`src/design/ventilation_fan_state_machine_unit_macros.svh`:
```
// assertion macros shared by the fan controller modules
// no dependencies; included by the files that carry assertions
`ifndef VENTILATION_FAN_STATE_MACHINE_UNIT_MACROS_SVH
`define VENTILATION_FAN_STATE_MACHINE_UNIT_MACROS_SVH

// same-cycle implication, checked outside reset
`define VFSM_ASSERT_NOW(label, clk, rst_n, ante, cons, msg) \
    label: assert property (@(posedge clk) disable iff (!(rst_n)) (ante) |-> (cons)) \
        else $error(msg);

// next-cycle implication, checked outside reset
`define VFSM_ASSERT_NEXT(label, clk, rst_n, ante, cons, msg) \
    label: assert property (@(posedge clk) disable iff (!(rst_n)) (ante) |=> (cons)) \
        else $error(msg);

`endif

```
`src/design/vfsm_pkg.sv`:
```
// shared types, widths and codes of the ventilation fan controller
// no dependencies; imported by every module of the block
package vfsm_pkg;

    localparam int TIME_W     = 32;
    localparam int HUM_W      = 14;
    localparam int VOC_W      = 13;
    localparam int STAGE_W    = 2;
    localparam int MODE_W     = 2;
    localparam int SECONDS_W  = 16;
    localparam int MAX_OFF_W  = 20;
    localparam int CFG_IDX_W  = 3;
    localparam int CFG_DATA_W = 20;

    localparam logic [HUM_W-1:0] HUM_MAX        = 14'd10000;
    localparam logic [VOC_W-1:0] VOC_MAX        = 13'd5000;
    localparam logic [HUM_W-1:0] HUM_FAIL_VALUE = 14'd10000;
    localparam logic [VOC_W-1:0] VOC_FAIL_VALUE = 13'd5000;

    // fan speed codes
    localparam logic [STAGE_W-1:0] STAGE_OFF  = 2'd0;
    localparam logic [STAGE_W-1:0] STAGE_LOW  = 2'd1;
    localparam logic [STAGE_W-1:0] STAGE_MID  = 2'd2;
    localparam logic [STAGE_W-1:0] STAGE_FULL = 2'd3;

    // configuration register indexes
    typedef enum logic [CFG_IDX_W-1:0] {
        REG_HUM_LIMIT,
        REG_VOC_LIMIT,
        REG_HUM_CHANGE,
        REG_VOC_CHANGE,
        REG_CHECK_INTERVAL,
        REG_AFTERRUN,
        REG_MAX_OFF,
        REG_FLUSH
    } t_reg_idx;

    typedef struct packed {
        logic [HUM_W-1:0]     humidity_limit;
        logic [VOC_W-1:0]     voc_limit;
        logic [HUM_W-1:0]     humidity_change_limit;
        logic [VOC_W-1:0]     voc_change_limit;
        logic [SECONDS_W-1:0] check_interval_s;
        logic [SECONDS_W-1:0] afterrun_s;
        logic [MAX_OFF_W-1:0] max_off_s;
        logic [SECONDS_W-1:0] flush_s;
    } t_cfg;

    typedef struct packed {
        logic [TIME_W-1:0] now_seconds;
        logic [HUM_W-1:0]  humidity_reading;
        logic              humidity_valid;
        logic [VOC_W-1:0]  voc_reading;
        logic              voc_valid;
        logic              presence;
    } t_tick;

    typedef struct packed {
        logic [STAGE_W-1:0] fan_stage;
        logic [MODE_W-1:0]  mode;
        logic               humidity_good;
        logic               voc_ok;
        logic [HUM_W-1:0]   humidity_applied;
        logic [VOC_W-1:0]   voc_applied;
        logic [HUM_W-1:0]   humidity_reference;
        logic [VOC_W-1:0]   voc_reference;
        logic [TIME_W-1:0]  age_since_check;
        logic [TIME_W-1:0]  age_since_on;
        logic [TIME_W-1:0]  age_since_afterrun;
        logic [TIME_W-1:0]  age_since_flush;
    } t_result;

endpackage

```
`src/design/vfsm_cfg.sv`:
```
// configuration register file of the fan controller
// depends on vfsm_pkg
module vfsm_cfg (
    input  logic                           i_clk,
    input  logic                           i_rst_n,
    input  logic                           i_cfg_valid,
    output logic                           o_cfg_ready,
    input  logic [vfsm_pkg::CFG_IDX_W-1:0]  i_cfg_index,
    input  logic [vfsm_pkg::CFG_DATA_W-1:0] i_cfg_data,
    output vfsm_pkg::t_cfg                  o_cfg
);
    import vfsm_pkg::*;

    t_cfg r_cfg;

    // the user must issue writes only while idle; the block does not check it. every request is taken at once
    assign o_cfg_ready = 1'b1;
    assign o_cfg       = r_cfg;

    always_ff @(posedge i_clk) begin
        if (!i_rst_n) begin
            r_cfg.humidity_limit        <= HUM_W'(7000);
            r_cfg.voc_limit             <= VOC_W'(1500);
            r_cfg.humidity_change_limit <= HUM_W'(100);
            r_cfg.voc_change_limit      <= VOC_W'(100);
            r_cfg.check_interval_s      <= SECONDS_W'(300);
            r_cfg.afterrun_s            <= SECONDS_W'(300);
            r_cfg.max_off_s             <= MAX_OFF_W'(86400);
            r_cfg.flush_s               <= SECONDS_W'(60);
        end else if (i_cfg_valid) begin
            case (t_reg_idx'(i_cfg_index))
                REG_HUM_LIMIT:      r_cfg.humidity_limit        <= i_cfg_data[HUM_W-1:0];
                REG_VOC_LIMIT:      r_cfg.voc_limit             <= i_cfg_data[VOC_W-1:0];
                REG_HUM_CHANGE:     r_cfg.humidity_change_limit <= i_cfg_data[HUM_W-1:0];
                REG_VOC_CHANGE:     r_cfg.voc_change_limit      <= i_cfg_data[VOC_W-1:0];
                REG_CHECK_INTERVAL: r_cfg.check_interval_s      <= i_cfg_data[SECONDS_W-1:0];
                REG_AFTERRUN:       r_cfg.afterrun_s            <= i_cfg_data[SECONDS_W-1:0];
                REG_MAX_OFF:        r_cfg.max_off_s             <= i_cfg_data[MAX_OFF_W-1:0];
                REG_FLUSH:          r_cfg.flush_s               <= i_cfg_data[SECONDS_W-1:0];
                default: begin
                end
            endcase
        end
    end

endmodule

```
`src/design/vfsm_in_stage.sv`:
```
// input register for one tick request
// depends on vfsm_pkg
module vfsm_in_stage (
    input  logic            i_clk,
    input  logic            i_rst_n,
    input  logic            i_valid,
    output logic            o_ready,
    input  vfsm_pkg::t_tick i_tick,
    input  logic            i_advance,
    output logic            o_valid,
    output vfsm_pkg::t_tick o_tick
);
    import vfsm_pkg::*;

    logic  r_valid;
    t_tick r_tick;

    // free slot, or the held request moves on this cycle
    assign o_ready = !r_valid || i_advance;
    assign o_valid = r_valid;
    assign o_tick  = r_tick;

    always_ff @(posedge i_clk) begin
        if (!i_rst_n) begin
            r_valid <= 1'b0;
        end else if (o_ready) begin
            r_valid <= i_valid;
        end
    end

    always_ff @(posedge i_clk) begin
        if (i_valid && o_ready) begin
            r_tick <= i_tick;
        end
    end

endmodule

```
`src/design/vfsm_fsm.sv`:
```
// fan state machine: decision logic, controller state and result register
// depends on vfsm_pkg and the assertion macro header
`include "ventilation_fan_state_machine_unit_macros.svh"
module vfsm_fsm (
    input  logic              i_clk,
    input  logic              i_rst_n,
    input  vfsm_pkg::t_cfg    i_cfg,
    input  logic              i_in_valid,
    input  vfsm_pkg::t_tick   i_tick,
    output logic              o_advance,
    input  logic              i_out_ready,
    output logic              o_out_valid,
    output vfsm_pkg::t_result o_result
);
    import vfsm_pkg::*;

    typedef enum logic [MODE_W-1:0] {
        M_OFF,
        M_FLUSH,
        M_SNIFF,
        M_RUN
    } t_mode;

    t_mode             r_mode;
    logic              r_started;
    logic [HUM_W-1:0]  r_hum_stored;
    logic [VOC_W-1:0]  r_voc_stored;
    logic [TIME_W-1:0] r_check_time;
    logic [TIME_W-1:0] r_on_time;
    logic [TIME_W-1:0] r_afterrun_time;
    logic [TIME_W-1:0] r_flush_stamp;
    logic              r_out_valid;
    t_result           r_out;

    t_mode              n_mode;
    logic [STAGE_W-1:0] n_stage;
    logic [HUM_W-1:0]   n_hum_stored;
    logic [VOC_W-1:0]   n_voc_stored;
    logic [TIME_W-1:0]  n_check_time;
    logic [TIME_W-1:0]  n_on_time;
    logic [TIME_W-1:0]  n_afterrun_time;
    logic [TIME_W-1:0]  n_flush_stamp;
    t_result            n_out;

    logic [TIME_W-1:0]  dt_check;
    logic [TIME_W-1:0]  dt_on;
    logic [TIME_W-1:0]  dt_afterrun;
    logic [TIME_W-1:0]  dt_flush;
    logic [HUM_W-1:0]   hum_sat;
    logic [VOC_W-1:0]   voc_sat;
    logic [HUM_W-1:0]   hum_applied;
    logic [VOC_W-1:0]   voc_applied;
    logic [HUM_W-1:0]   hum_diff;
    logic [VOC_W-1:0]   voc_diff;
    logic               above;
    logic               moved;
    logic               check_due;
    logic               on_over;
    logic               afterrun_over;
    logic               flush_over;
    logic [STAGE_W-1:0] run_stage;
    logic               do_run;
    logic               do_sniff_decide;
    logic               set_check;
    logic               set_afterrun;
    logic               set_flush;

    assign o_advance   = i_in_valid && (!r_out_valid || i_out_ready);
    assign o_out_valid = r_out_valid;
    assign o_result    = r_out;

    always_comb begin
        // elapsed times; the first tick sees every timestamp at now
        dt_check    = r_started ? i_tick.now_seconds - r_check_time    : '0;
        dt_on       = r_started ? i_tick.now_seconds - r_on_time       : '0;
        dt_afterrun = r_started ? i_tick.now_seconds - r_afterrun_time : '0;
        dt_flush    = r_started ? i_tick.now_seconds - r_flush_stamp   : '0;

        hum_sat  = (i_tick.humidity_reading > HUM_MAX) ? HUM_MAX : i_tick.humidity_reading;
        voc_sat  = (i_tick.voc_reading > VOC_MAX) ? VOC_MAX : i_tick.voc_reading;
        hum_applied = i_tick.humidity_valid ? hum_sat : HUM_FAIL_VALUE;
        voc_applied = i_tick.voc_valid ? voc_sat : VOC_FAIL_VALUE;

        above = (hum_applied > i_cfg.humidity_limit) || (voc_applied > i_cfg.voc_limit);

        hum_diff = (hum_applied > r_hum_stored) ? hum_applied - r_hum_stored
                                                : r_hum_stored - hum_applied;
        voc_diff = (voc_applied > r_voc_stored) ? voc_applied - r_voc_stored
                                                : r_voc_stored - voc_applied;
        moved    = (hum_diff > i_cfg.humidity_change_limit) ||
                   (voc_diff > i_cfg.voc_change_limit);

        check_due     = dt_check    > TIME_W'(i_cfg.check_interval_s);
        on_over       = dt_on       > TIME_W'(i_cfg.max_off_s);
        afterrun_over = dt_afterrun > TIME_W'(i_cfg.afterrun_s);
        flush_over    = dt_flush    > TIME_W'(i_cfg.flush_s);

        run_stage = i_tick.presence ? STAGE_MID : STAGE_FULL;

        n_mode          = r_mode;
        n_stage         = STAGE_OFF;
        do_run          = 1'b0;
        do_sniff_decide = 1'b0;
        set_check       = 1'b0;
        set_afterrun    = 1'b0;
        set_flush       = 1'b0;

        case (r_mode)
            M_RUN: begin
                if (!check_due) begin
                    n_stage = run_stage;
                end else if (moved) begin
                    do_run = 1'b1;
                end else if (i_tick.presence) begin
                    do_sniff_decide = 1'b1;
                end else begin
                    n_mode = M_OFF;
                end
            end
            M_OFF: begin
                if (i_tick.presence || on_over) begin
                    n_mode    = M_FLUSH;
                    n_stage   = STAGE_LOW;
                    set_flush = 1'b1;
                end
            end
            M_SNIFF: begin
                do_sniff_decide = 1'b1;
            end
            M_FLUSH: begin
                n_stage = STAGE_LOW;
                if (flush_over) begin
                    n_mode = M_SNIFF;
                end
            end
            default: begin
                n_mode = M_OFF;
            end
        endcase

        if (do_sniff_decide) begin
            if (above) begin
                do_run = 1'b1;
            end else if (i_tick.presence) begin
                n_mode       = M_SNIFF;
                n_stage      = STAGE_LOW;
                set_afterrun = 1'b1;
            end else if (afterrun_over) begin
                n_mode  = M_OFF;
                n_stage = STAGE_OFF;
            end else begin
                n_mode  = M_SNIFF;
                n_stage = STAGE_LOW;
            end
        end

        // run entry takes fresh references and restarts the check interval
        if (do_run) begin
            n_mode    = M_RUN;
            n_stage   = run_stage;
            set_check = 1'b1;
        end

        n_hum_stored    = do_run ? hum_applied : r_hum_stored;
        n_voc_stored    = do_run ? voc_applied : r_voc_stored;
        n_check_time    = (set_check || !r_started) ? i_tick.now_seconds : r_check_time;
        n_on_time       = ((n_stage != STAGE_OFF) || !r_started) ? i_tick.now_seconds
                                                                   : r_on_time;
        n_afterrun_time = (set_afterrun || !r_started) ? i_tick.now_seconds
                                                       : r_afterrun_time;
        n_flush_stamp   = (set_flush || !r_started) ? i_tick.now_seconds : r_flush_stamp;

        n_out.fan_stage          = n_stage;
        n_out.mode               = MODE_W'(n_mode);
        n_out.humidity_good      = i_tick.humidity_valid;
        n_out.voc_ok             = i_tick.voc_valid;
        n_out.humidity_applied   = hum_applied;
        n_out.voc_applied        = voc_applied;
        n_out.humidity_reference = n_hum_stored;
        n_out.voc_reference      = n_voc_stored;
        // a timestamp set this tick reads back as zero age
        n_out.age_since_check    = set_check ? '0 : dt_check;
        n_out.age_since_on       = (n_stage != STAGE_OFF) ? '0 : dt_on;
        n_out.age_since_afterrun = set_afterrun ? '0 : dt_afterrun;
        n_out.age_since_flush    = set_flush ? '0 : dt_flush;
    end

    always_ff @(posedge i_clk) begin
        if (!i_rst_n) begin
            r_mode          <= M_OFF;
            r_started       <= 1'b0;
            r_hum_stored    <= '0;
            r_voc_stored    <= '0;
            r_check_time    <= '0;
            r_on_time       <= '0;
            r_afterrun_time <= '0;
            r_flush_stamp   <= '0;
            r_out_valid     <= 1'b0;
        end else begin
            if (o_advance) begin
                r_mode          <= n_mode;
                r_started       <= 1'b1;
                r_hum_stored    <= n_hum_stored;
                r_voc_stored    <= n_voc_stored;
                r_check_time    <= n_check_time;
                r_on_time       <= n_on_time;
                r_afterrun_time <= n_afterrun_time;
                r_flush_stamp   <= n_flush_stamp;
                r_out           <= n_out;
                r_out_valid     <= 1'b1;
            end else if (i_out_ready) begin
                r_out_valid     <= 1'b0;
            end
        end
    end

    `VFSM_ASSERT_NEXT(a_advance_fills_out, i_clk, i_rst_n, o_advance, r_out_valid, "processed request did not reach the result register")
    `VFSM_ASSERT_NOW(a_off_matches_stage, i_clk, i_rst_n, r_out_valid, ((r_out.fan_stage == STAGE_OFF) == (r_out.mode == MODE_W'(M_OFF))), "fan stage off disagrees with mode off")
    `VFSM_ASSERT_NOW(a_run_stage, i_clk, i_rst_n, r_out_valid && (r_out.mode == MODE_W'(M_RUN)), ((r_out.fan_stage == STAGE_MID) || (r_out.fan_stage == STAGE_FULL)), "run mode without mid or full speed")
    `VFSM_ASSERT_NOW(a_on_age_zero, i_clk, i_rst_n, r_out_valid && (r_out.fan_stage != STAGE_OFF), (r_out.age_since_on == '0), "running fan reports nonzero age since on")
    `VFSM_ASSERT_NEXT(a_mode_matches_state, i_clk, i_rst_n, o_advance, (r_out.mode == MODE_W'(r_mode)), "reported mode differs from stored state")

endmodule

```
`src/design/ventilation_fan_state_machine_unit.sv`:
```
// top level of the bathroom ventilation fan controller
// depends on vfsm_pkg, vfsm_cfg, vfsm_in_stage and vfsm_fsm
//
// Bathroom fan controller. Each tick request carries the time in seconds, a
// humidity reading (0.01 %RH), a VOC reading (0.1 index units) with valid
// flags, and a presence flag (light on). Invalid readings are replaced by
// fail-safe maxima, readings above range saturate. The controller walks off,
// flush, sniff and run and returns one result per tick: fan stage (off, low,
// mid with presence, full without), the mode after the tick, the values used,
// the run references and the ages of its four timestamps (wrapping 32 bit).
// A tick passes through an input register, one level of compare logic and a
// result register, where the result is held until it is taken, and a new
// tick can be accepted every cycle as long as results are taken. The state
// update for one tick settles in that single compare stage, which sets the
// rate. Configuration writes are taken at once (ready is always high) and
// must only be issued while no tick is in flight.
module ventilation_fan_state_machine_unit (
    input  logic                           i_clk,
    input  logic                           i_rst_n,
    // tick request channel
    input  logic                           i_in_valid,
    output logic                           o_in_ready,
    input  logic [vfsm_pkg::TIME_W-1:0]     i_now_seconds,
    input  logic [vfsm_pkg::HUM_W-1:0]      i_humidity_reading,
    input  logic                           i_humidity_valid,
    input  logic [vfsm_pkg::VOC_W-1:0]      i_voc_reading,
    input  logic                           i_voc_valid,
    input  logic                           i_presence,
    // result channel
    output logic                           o_out_valid,
    input  logic                           i_out_ready,
    output logic [vfsm_pkg::STAGE_W-1:0]    o_fan_stage,
    output logic [vfsm_pkg::MODE_W-1:0]     o_mode,
    output logic                           o_humidity_good,
    output logic                           o_voc_ok,
    output logic [vfsm_pkg::HUM_W-1:0]      o_humidity_applied,
    output logic [vfsm_pkg::VOC_W-1:0]      o_voc_applied,
    output logic [vfsm_pkg::HUM_W-1:0]      o_humidity_reference,
    output logic [vfsm_pkg::VOC_W-1:0]      o_voc_reference,
    output logic [vfsm_pkg::TIME_W-1:0]     o_age_since_check,
    output logic [vfsm_pkg::TIME_W-1:0]     o_age_since_on,
    output logic [vfsm_pkg::TIME_W-1:0]     o_age_since_afterrun,
    output logic [vfsm_pkg::TIME_W-1:0]     o_age_since_flush,
    // configuration write channel
    input  logic                           i_cfg_valid,
    output logic                           o_cfg_ready,
    input  logic [vfsm_pkg::CFG_IDX_W-1:0]  i_cfg_index,
    input  logic [vfsm_pkg::CFG_DATA_W-1:0] i_cfg_data
);
    import vfsm_pkg::*;

    t_cfg    cfg;
    t_tick   in_tick;
    t_tick   held_tick;
    t_result result;
    logic    held_valid;
    logic    advance;

    // pack the request fields
    assign in_tick.now_seconds      = i_now_seconds;
    assign in_tick.humidity_reading = i_humidity_reading;
    assign in_tick.humidity_valid   = i_humidity_valid;
    assign in_tick.voc_reading      = i_voc_reading;
    assign in_tick.voc_valid        = i_voc_valid;
    assign in_tick.presence         = i_presence;

    // register file for the eight limits and timers
    vfsm_cfg u_cfg (
        .i_clk       (i_clk),
        .i_rst_n     (i_rst_n),
        .i_cfg_valid (i_cfg_valid),
        .o_cfg_ready (o_cfg_ready),
        .i_cfg_index (i_cfg_index),
        .i_cfg_data  (i_cfg_data),
        .o_cfg       (cfg)
    );

    // input register, refilled in the cycle its request moves on
    vfsm_in_stage u_in_stage (
        .i_clk     (i_clk),
        .i_rst_n   (i_rst_n),
        .i_valid   (i_in_valid),
        .o_ready   (o_in_ready),
        .i_tick    (in_tick),
        .i_advance (advance),
        .o_valid   (held_valid),
        .o_tick    (held_tick)
    );

    // decision logic, controller state and result register
    vfsm_fsm u_fsm (
        .i_clk       (i_clk),
        .i_rst_n     (i_rst_n),
        .i_cfg       (cfg),
        .i_in_valid  (held_valid),
        .i_tick      (held_tick),
        .o_advance   (advance),
        .i_out_ready (i_out_ready),
        .o_out_valid (o_out_valid),
        .o_result    (result)
    );

    // unpack the result fields
    assign o_fan_stage          = result.fan_stage;
    assign o_mode               = result.mode;
    assign o_humidity_good      = result.humidity_good;
    assign o_voc_ok             = result.voc_ok;
    assign o_humidity_applied   = result.humidity_applied;
    assign o_voc_applied        = result.voc_applied;
    assign o_humidity_reference = result.humidity_reference;
    assign o_voc_reference      = result.voc_reference;
    assign o_age_since_check    = result.age_since_check;
    assign o_age_since_on       = result.age_since_on;
    assign o_age_since_afterrun = result.age_since_afterrun;
    assign o_age_since_flush    = result.age_since_flush;

endmodule
```
`config.mk`:
```
export PLATFORM = sky130hd
export DESIGN_NAME = ventilation_fan_state_machine_unit
export DESIGN_NICKNAME = d
export VERILOG_FILES = /design/src/design/vfsm_pkg.sv /design/src/design/vfsm_cfg.sv /design/src/design/vfsm_in_stage.sv /design/src/design/vfsm_fsm.sv /design/src/design/ventilation_fan_state_machine_unit.sv
export VERILOG_INCLUDE_DIRS = /design/src /design/src/design
export SDC_FILE = /design/constraint.sdc
export NUM_CORES = 2
export LEC_CHECK = 0
export ABC_CLOCK_PERIOD_IN_PS = 9100
export BUFFER_PORTS_ARGS = -buffer_cell sky130_fd_sc_hd__buf_2
export CELL_PAD_IN_SITES_DETAIL_PLACEMENT = 1
export CELL_PAD_IN_SITES_GLOBAL_PLACEMENT = 1
export CORE_MARGIN = 2
export CORE_UTILIZATION = 30
export CTS_CLUSTER_SIZE = 30
export DETAILED_ROUTE_END_ITERATION = 8
export HOLD_SLACK_MARGIN = 0.15
export PLACE_DENSITY_LB_ADDON = 0.1
export SLEW_MARGIN = 20
export SYNTH_ARGS = -nofsm -noshare
export SYNTH_HDL_FRONTEND = slang
export SYNTH_SLANG_ARGS = --single-unit
```
`constraint.sdc`:
```
create_clock -name i_clk -period 9.1 [get_ports i_clk]
set_input_delay 1.82 -clock i_clk [delete_from_list [all_inputs] [get_ports i_clk]]
set_output_delay 1.82 -clock i_clk [all_outputs]
set_load 0.1 [all_outputs]
```
; Yosys cells after proc, flatten, opt, wreduce, memory -nomap -nowiden
; Cells that the tools add are included.
[word_totals]
reg_bits = 532
input_bits = 90
wordCells = 145
[op_classes]
addsub = 8
n_lt_le_gt_ge = 12
eq_ne = 10
mux = 48
n_reduce_logical = 31
[ops]
columns = op, count
row1 = $mux W32, 4
row2 = $sub A32 B32 Y32, 4
row3 = $gt A32 B16 Y1, 3
row4 = $mux W14, 4
row5 = $mux W13, 4
row6 = $gt A14 B14 Y1, 3
row7 = $gt A13 B13 Y1, 3
row8 = $gt A32 B20 Y1, 1
row9 = $mux W2, 15
row10 = $sub A14 B14 Y14, 2
row11 = $reduce_and A2 Y1, 13
row12 = $sub A13 B13 Y13, 2
row13 = $mux W1, 18
row14 = $gt A14 B14 Y1 const B, 1
row15 = $gt A13 B13 Y1 const B, 1
row16 = $eq A3 B3 Y1 const B, 4
row17 = $pmux W2 S3, 2
row18 = $logic_or A1 B1 Y1, 9
row19 = $eq A3 B2 Y1 const B, 2
row20 = $eq A2 B2 Y1 const B, 2
row21 = $reduce_bool A2 Y1, 2
row22 = $eq A3 B1 Y1 const B, 1
row23 = $logic_not A1 Y1, 3
row24 = $logic_not A3 Y1, 1
row25 = other kinds (4), 5

; Logic depth before layout (Yosys ltp)
[depth]
ltp_word = 16
ltp_mapped = 37
depth_no_buf = 34

; By module
; A second synthesis with hierarchy kept.
[hier_totals]
cells_unflattened = 3787
area_unflattened_um2 = 34307.9
[by_module_without_submodules]
columns = module, n_inst, cells_each, area_each_um2, seq_area_each_um2
row1 = vfsm_fsm, 1, 3274, 27722.8, 8828.5
row2 = vfsm_cfg, 1, 446, 4665.7, 2442.3
row3 = vfsm_in_stage, 1, 67, 1919.3, 1881.8

; Worst setup path before layout
; OpenSTA, ideal clock, no wires.
[synth_path]
path_kind = input -> register
start = input i_out_ready
end = register u_fsm.r_out, in the netlist u_fsm.o_result[0] (enable)
setup_ps = 1692
arrival_time_ps = 5836
path_slack_ps = 1572
cell_stages = 4
n_path_buf = 0
path_cell_list = and2b_2 nor2b_1 nand2_1 clkinv_1
[synth_via]
elab_chain_cells = 3
[synth_lines]
columns = item, line_no
row1 = from (decl), ventilation_fan_state_machine_unit.sv:31  ; input logic i_out_ready,
row2 = $logic_or A1 B1 Y1, vfsm_fsm.sv:68  ; assign o_advance = i_in_valid && (!r_out_valid || i_out_ready);
row3 = $logic_and A1 B1 Y1, vfsm_fsm.sv:68
row4 = $reduce_and A2 Y1 (no line), --
row5 = to (signal assigned), vfsm_fsm.sv:209  ; r_out <= n_out;
row6 = to (decl), vfsm_fsm.sv:33  ; t_result r_out;
; No other way between the ends.
; A chain may end at the register's enable or synchronous reset.

==> results.ini <==
[route]
ant_nets = 0
wl_mm = 121
dr.pass1.iters = 7
wl_per_cell_microns = 22.2
via_per_inst = 4.96
via_count = 27100
route.detailed.drc = 0
drt-initial-drc-count = 1424

[critical_path]
cpLargestDelayFamily = compound AO/OA/AOI/OAI gates
required_ps = 9670
critPathKind = reg -> reg
endpoint_kind = register
cpMaxStageDelayCell = a221oi_1
worstSetupStartpointType = register
cpMostUsedCell = a21o_1
cp_data_arrival_time_ps = 8990
path_max_fanout = 12
crit_buf_inv = 1
cpPeakStageDelay_ps = 580

[synth]
synthFlopType = dfxtp_1
yosys_warnings = 0
synth_area_per_cell_sq_um = 8.91
synth_nets = 4111
syn_area_sq_um = 33100
synth_edf_count = 250
ys_ff_latch = 532
synthCells = 3714
synthArstFlopShare_pct = 0
yosysUniqueCellTypes = 98
seq_area_frac_synth_pct = 39.7

[clock_tree]
clk_latency_ps = 650
clock-sinks = 532
cts_setup_buffers = 0
cts_root_buffer = clkbuf_16
cts_inserted_buffers = 69
clock_path_buffers = 3
clkTransAtPathRegs_ps = 50
cts.htree.levels = 3
tritoncts = built

[placed_design]
port_buffers = 279
globalplace.congestion = 0.860
place_hpwl_mm = 93.0

[pwr]
combPwrFrac_pct = 23.0
internal_power_uw = 4930
irDropWorstVdd_mv = 0.128
powerDensity_nw_per_um2 = 190
switchingPower_uw = 2340
p_leak_uw = 0.0154
p_sw_share_pct = 32.2
seqPwrFrac_pct = 37.0
clkPwrFrac_pct = 40.0

[finish]
num_antenna_cells = 0
fillers = 12700
fin_nets = 4330
area_delta_synth_final_pct = 15.6
drive_above_1_share_pct = 12.6
fin_util_pct = 35.1

[floorplan]
die-area_sq_um = 113000
die_x_microns = 336
die_y_microns = 336
start_util_pct = 30.3
io_pins = 281
rows = 121
core_sq_um = 109000

[sta]
finalMaxSlewViolations = 0
worst_pin_slew_ps = 1050
fin_crit_sh_pct = 92.5
timing.final.crit_period_ps = 8420
rsz0062_at_grt = no
setup_tns_ps = 0
max_freq_mhz = 119
finClkSkew_ps = 29.9
maxSlewHeadroom_pct = 29.0
hold_violations = 0
setup_viol = 0

[global_routing]
grt_use_total_pct = 21.3
antenna_found_initial = 9
grt_pass1_vias = 28100
grt_first_pass_wirelength_mm = 181
grt_max_degree = 106
overflow = 0

[hold_path]
min_path_type = reg -> reg

[job]
maxCapViolCount = 0

[outcome]
status = finished clean

==> per-stage QoR <==
stage | power (uW) | setup slack (ps) | hold WS (ps) | cells | instance area (sq um)
floorplan | 3900 | 1570 | 435 | 3714 | 33100
CTS | 7390 | 180 | 462 | 5466 | 38300
detailed placement | 4430 | 225 | 448 | 5338 | 35900
global placement | 4420 | 201 | 441 | 5338 | 35900
global route | 7640 | 138 | 473 | 5466 | 38300
finish | 7280 | 682 | 456 | 5466 | 38300
==> cell type report <==
cell class / instances / area [sq um] / area share [%]
repair buffers: 317 / 1720 / 4.48
multi-input cells: 2656 / 17800 / 46.6
well taps: 1476 / 1850 / 4.82
inverters: 357 / 1350 / 3.52
clock buffers: 94 / 1980 / 5.16
flip-flops and latches: 532 / 13200 / 34.4
clock inverters: 34 / 419 / 1.09
==> power groups by stage <==
| stage | Combinational (uW) | Sequential (uW) | Clock [uW] |
|---|---|---|---|
| CTS | 1690 | 2700 | 3000 |
| global placement | 1680 | 2750 | 0 |
| floorplan | 995 | 2910 | 0 |
| global route | 1840 | 2700 | 3090 |
| detailed placement | 1680 | 2750 | 0 |
| finish | 1670 | 2690 | 2910 |
==> synthesized netlist by cell type, types with 54 or more instances <==
master / instances / area (sq um)
clkbuf_1: 121 / 454
nand2_1: 607 / 2280
xnor2_1: 77 / 674
mux2i_1: 121 / 1210
ha_1: 299 / 3740
o211ai_1: 62 / 465
edfxtp_1: 250 / 7510
o21ai_0: 138 / 691
inv_1: 356 / 1340
dfxtp_1: 282 / 5650
a21oi_1: 205 / 1030
a21boi_0: 125 / 938
nor3_1: 57 / 285
a21o_1: 84 / 631
nand3_1: 79 / 395
nor2_1: 186 / 698
and2_1: 54 / 338
==> cell usage in the layout, fill, tap and decap left out, drive strengths merged, types with 10 or more instances in the layout <==
| cell | n |
|---|---|
| dfxtp | 282 |
| nor3 | 57 |
| a21boi | 125 |
| clkinv | 19 |
| nor2 | 186 |
| clkbuf | 95 |
| edfxtp | 250 |
| a21oi | 206 |
| ha | 299 |
| o21a | 28 |
| or4 | 10 |
| or2 | 19 |
| a211o | 11 |
| o211ai | 62 |
| a31oi | 41 |
| a21o | 86 |
| nand4 | 47 |
| xor2 | 41 |
| nand2b | 34 |
| mux2i | 121 |
| xnor2 | 77 |
| and3 | 44 |
| and2 | 56 |
| buf | 316 |
| o21ai | 143 |
| nand3 | 79 |
| mux2 | 12 |
| nand2 | 607 |
| inv | 360 |
| a211oi | 23 |
| o31ai | 17 |
| o21bai | 25 |
| nor2b | 52 |
==> sequential cells by signal, indices dropped and copies added, names as in the netlist <==
name	count
u_fsm.r_hum_stored	14
u_fsm.r_voc_stored	13
u_fsm.r_check_time	32
u_fsm.r_on_time	32
u_fsm.o_result	188
u_in_stage.o_valid	1
u_fsm.r_mode	2
u_fsm.r_flush_stamp	32
u_fsm.o_out_valid	1
u_cfg.o_cfg	122
u_fsm.r_started	1
u_fsm.r_afterrun_time	32
u_in_stage.o_tick	62
==> final timing paths <==
path                         startpoint                     to  slack [ps]  cells after the start
setup / recovery  u_in_stage.o_tick[17]  u_fsm.r_voc_stored[7]         680                     30
hold / removal    u_fsm.r_check_time[6]  u_fsm.r_check_time[6]         460                      2
hold reg to reg   u_fsm.r_check_time[6]  u_fsm.r_check_time[6]         460                      2
setup reg to reg  u_in_stage.o_tick[17]  u_fsm.r_voc_stored[7]         680                     30
==> logic make-up after synthesis <==
family / after synthesis / synth area share (%)
xor+xnor: 118 / 3.12
other cells: 1 / 0.0113
flops: 532 / 39.7
fa+ha+maj: 307 / 11.8
simple gates: 1228 / 16.9
mux: 133 / 4.07
compound gates: 869 / 17.6
buf+inv: 526 / 6.75
==> routing by layer <==
| layer | part of all wire (%) | wire length [microns] | track usage [%] |
|---|---|---|---|
| met1 | 47 | 57600 | 28.6 |
| met2 | 47 | 57100 | 35.8 |
| met3 | 2.9 | 3490 | 2.53 |
| met4 | 2.6 | 3140 | 6.26 |
| met5 | 0 | 0 | 0 |
==> worst min-delay path, cell delays in order, from the launching register on <==
cell	delay, ps
dfxtp_1	300
nand2_1	50
mux2i_1	50
==> timing repair <==
item                       CTS  global route
hold buffers                 0             0
gates resized for setup      0             3
setup endpoints to repair    0           212
Note: power is estimated with default switching activity, not from simulation.
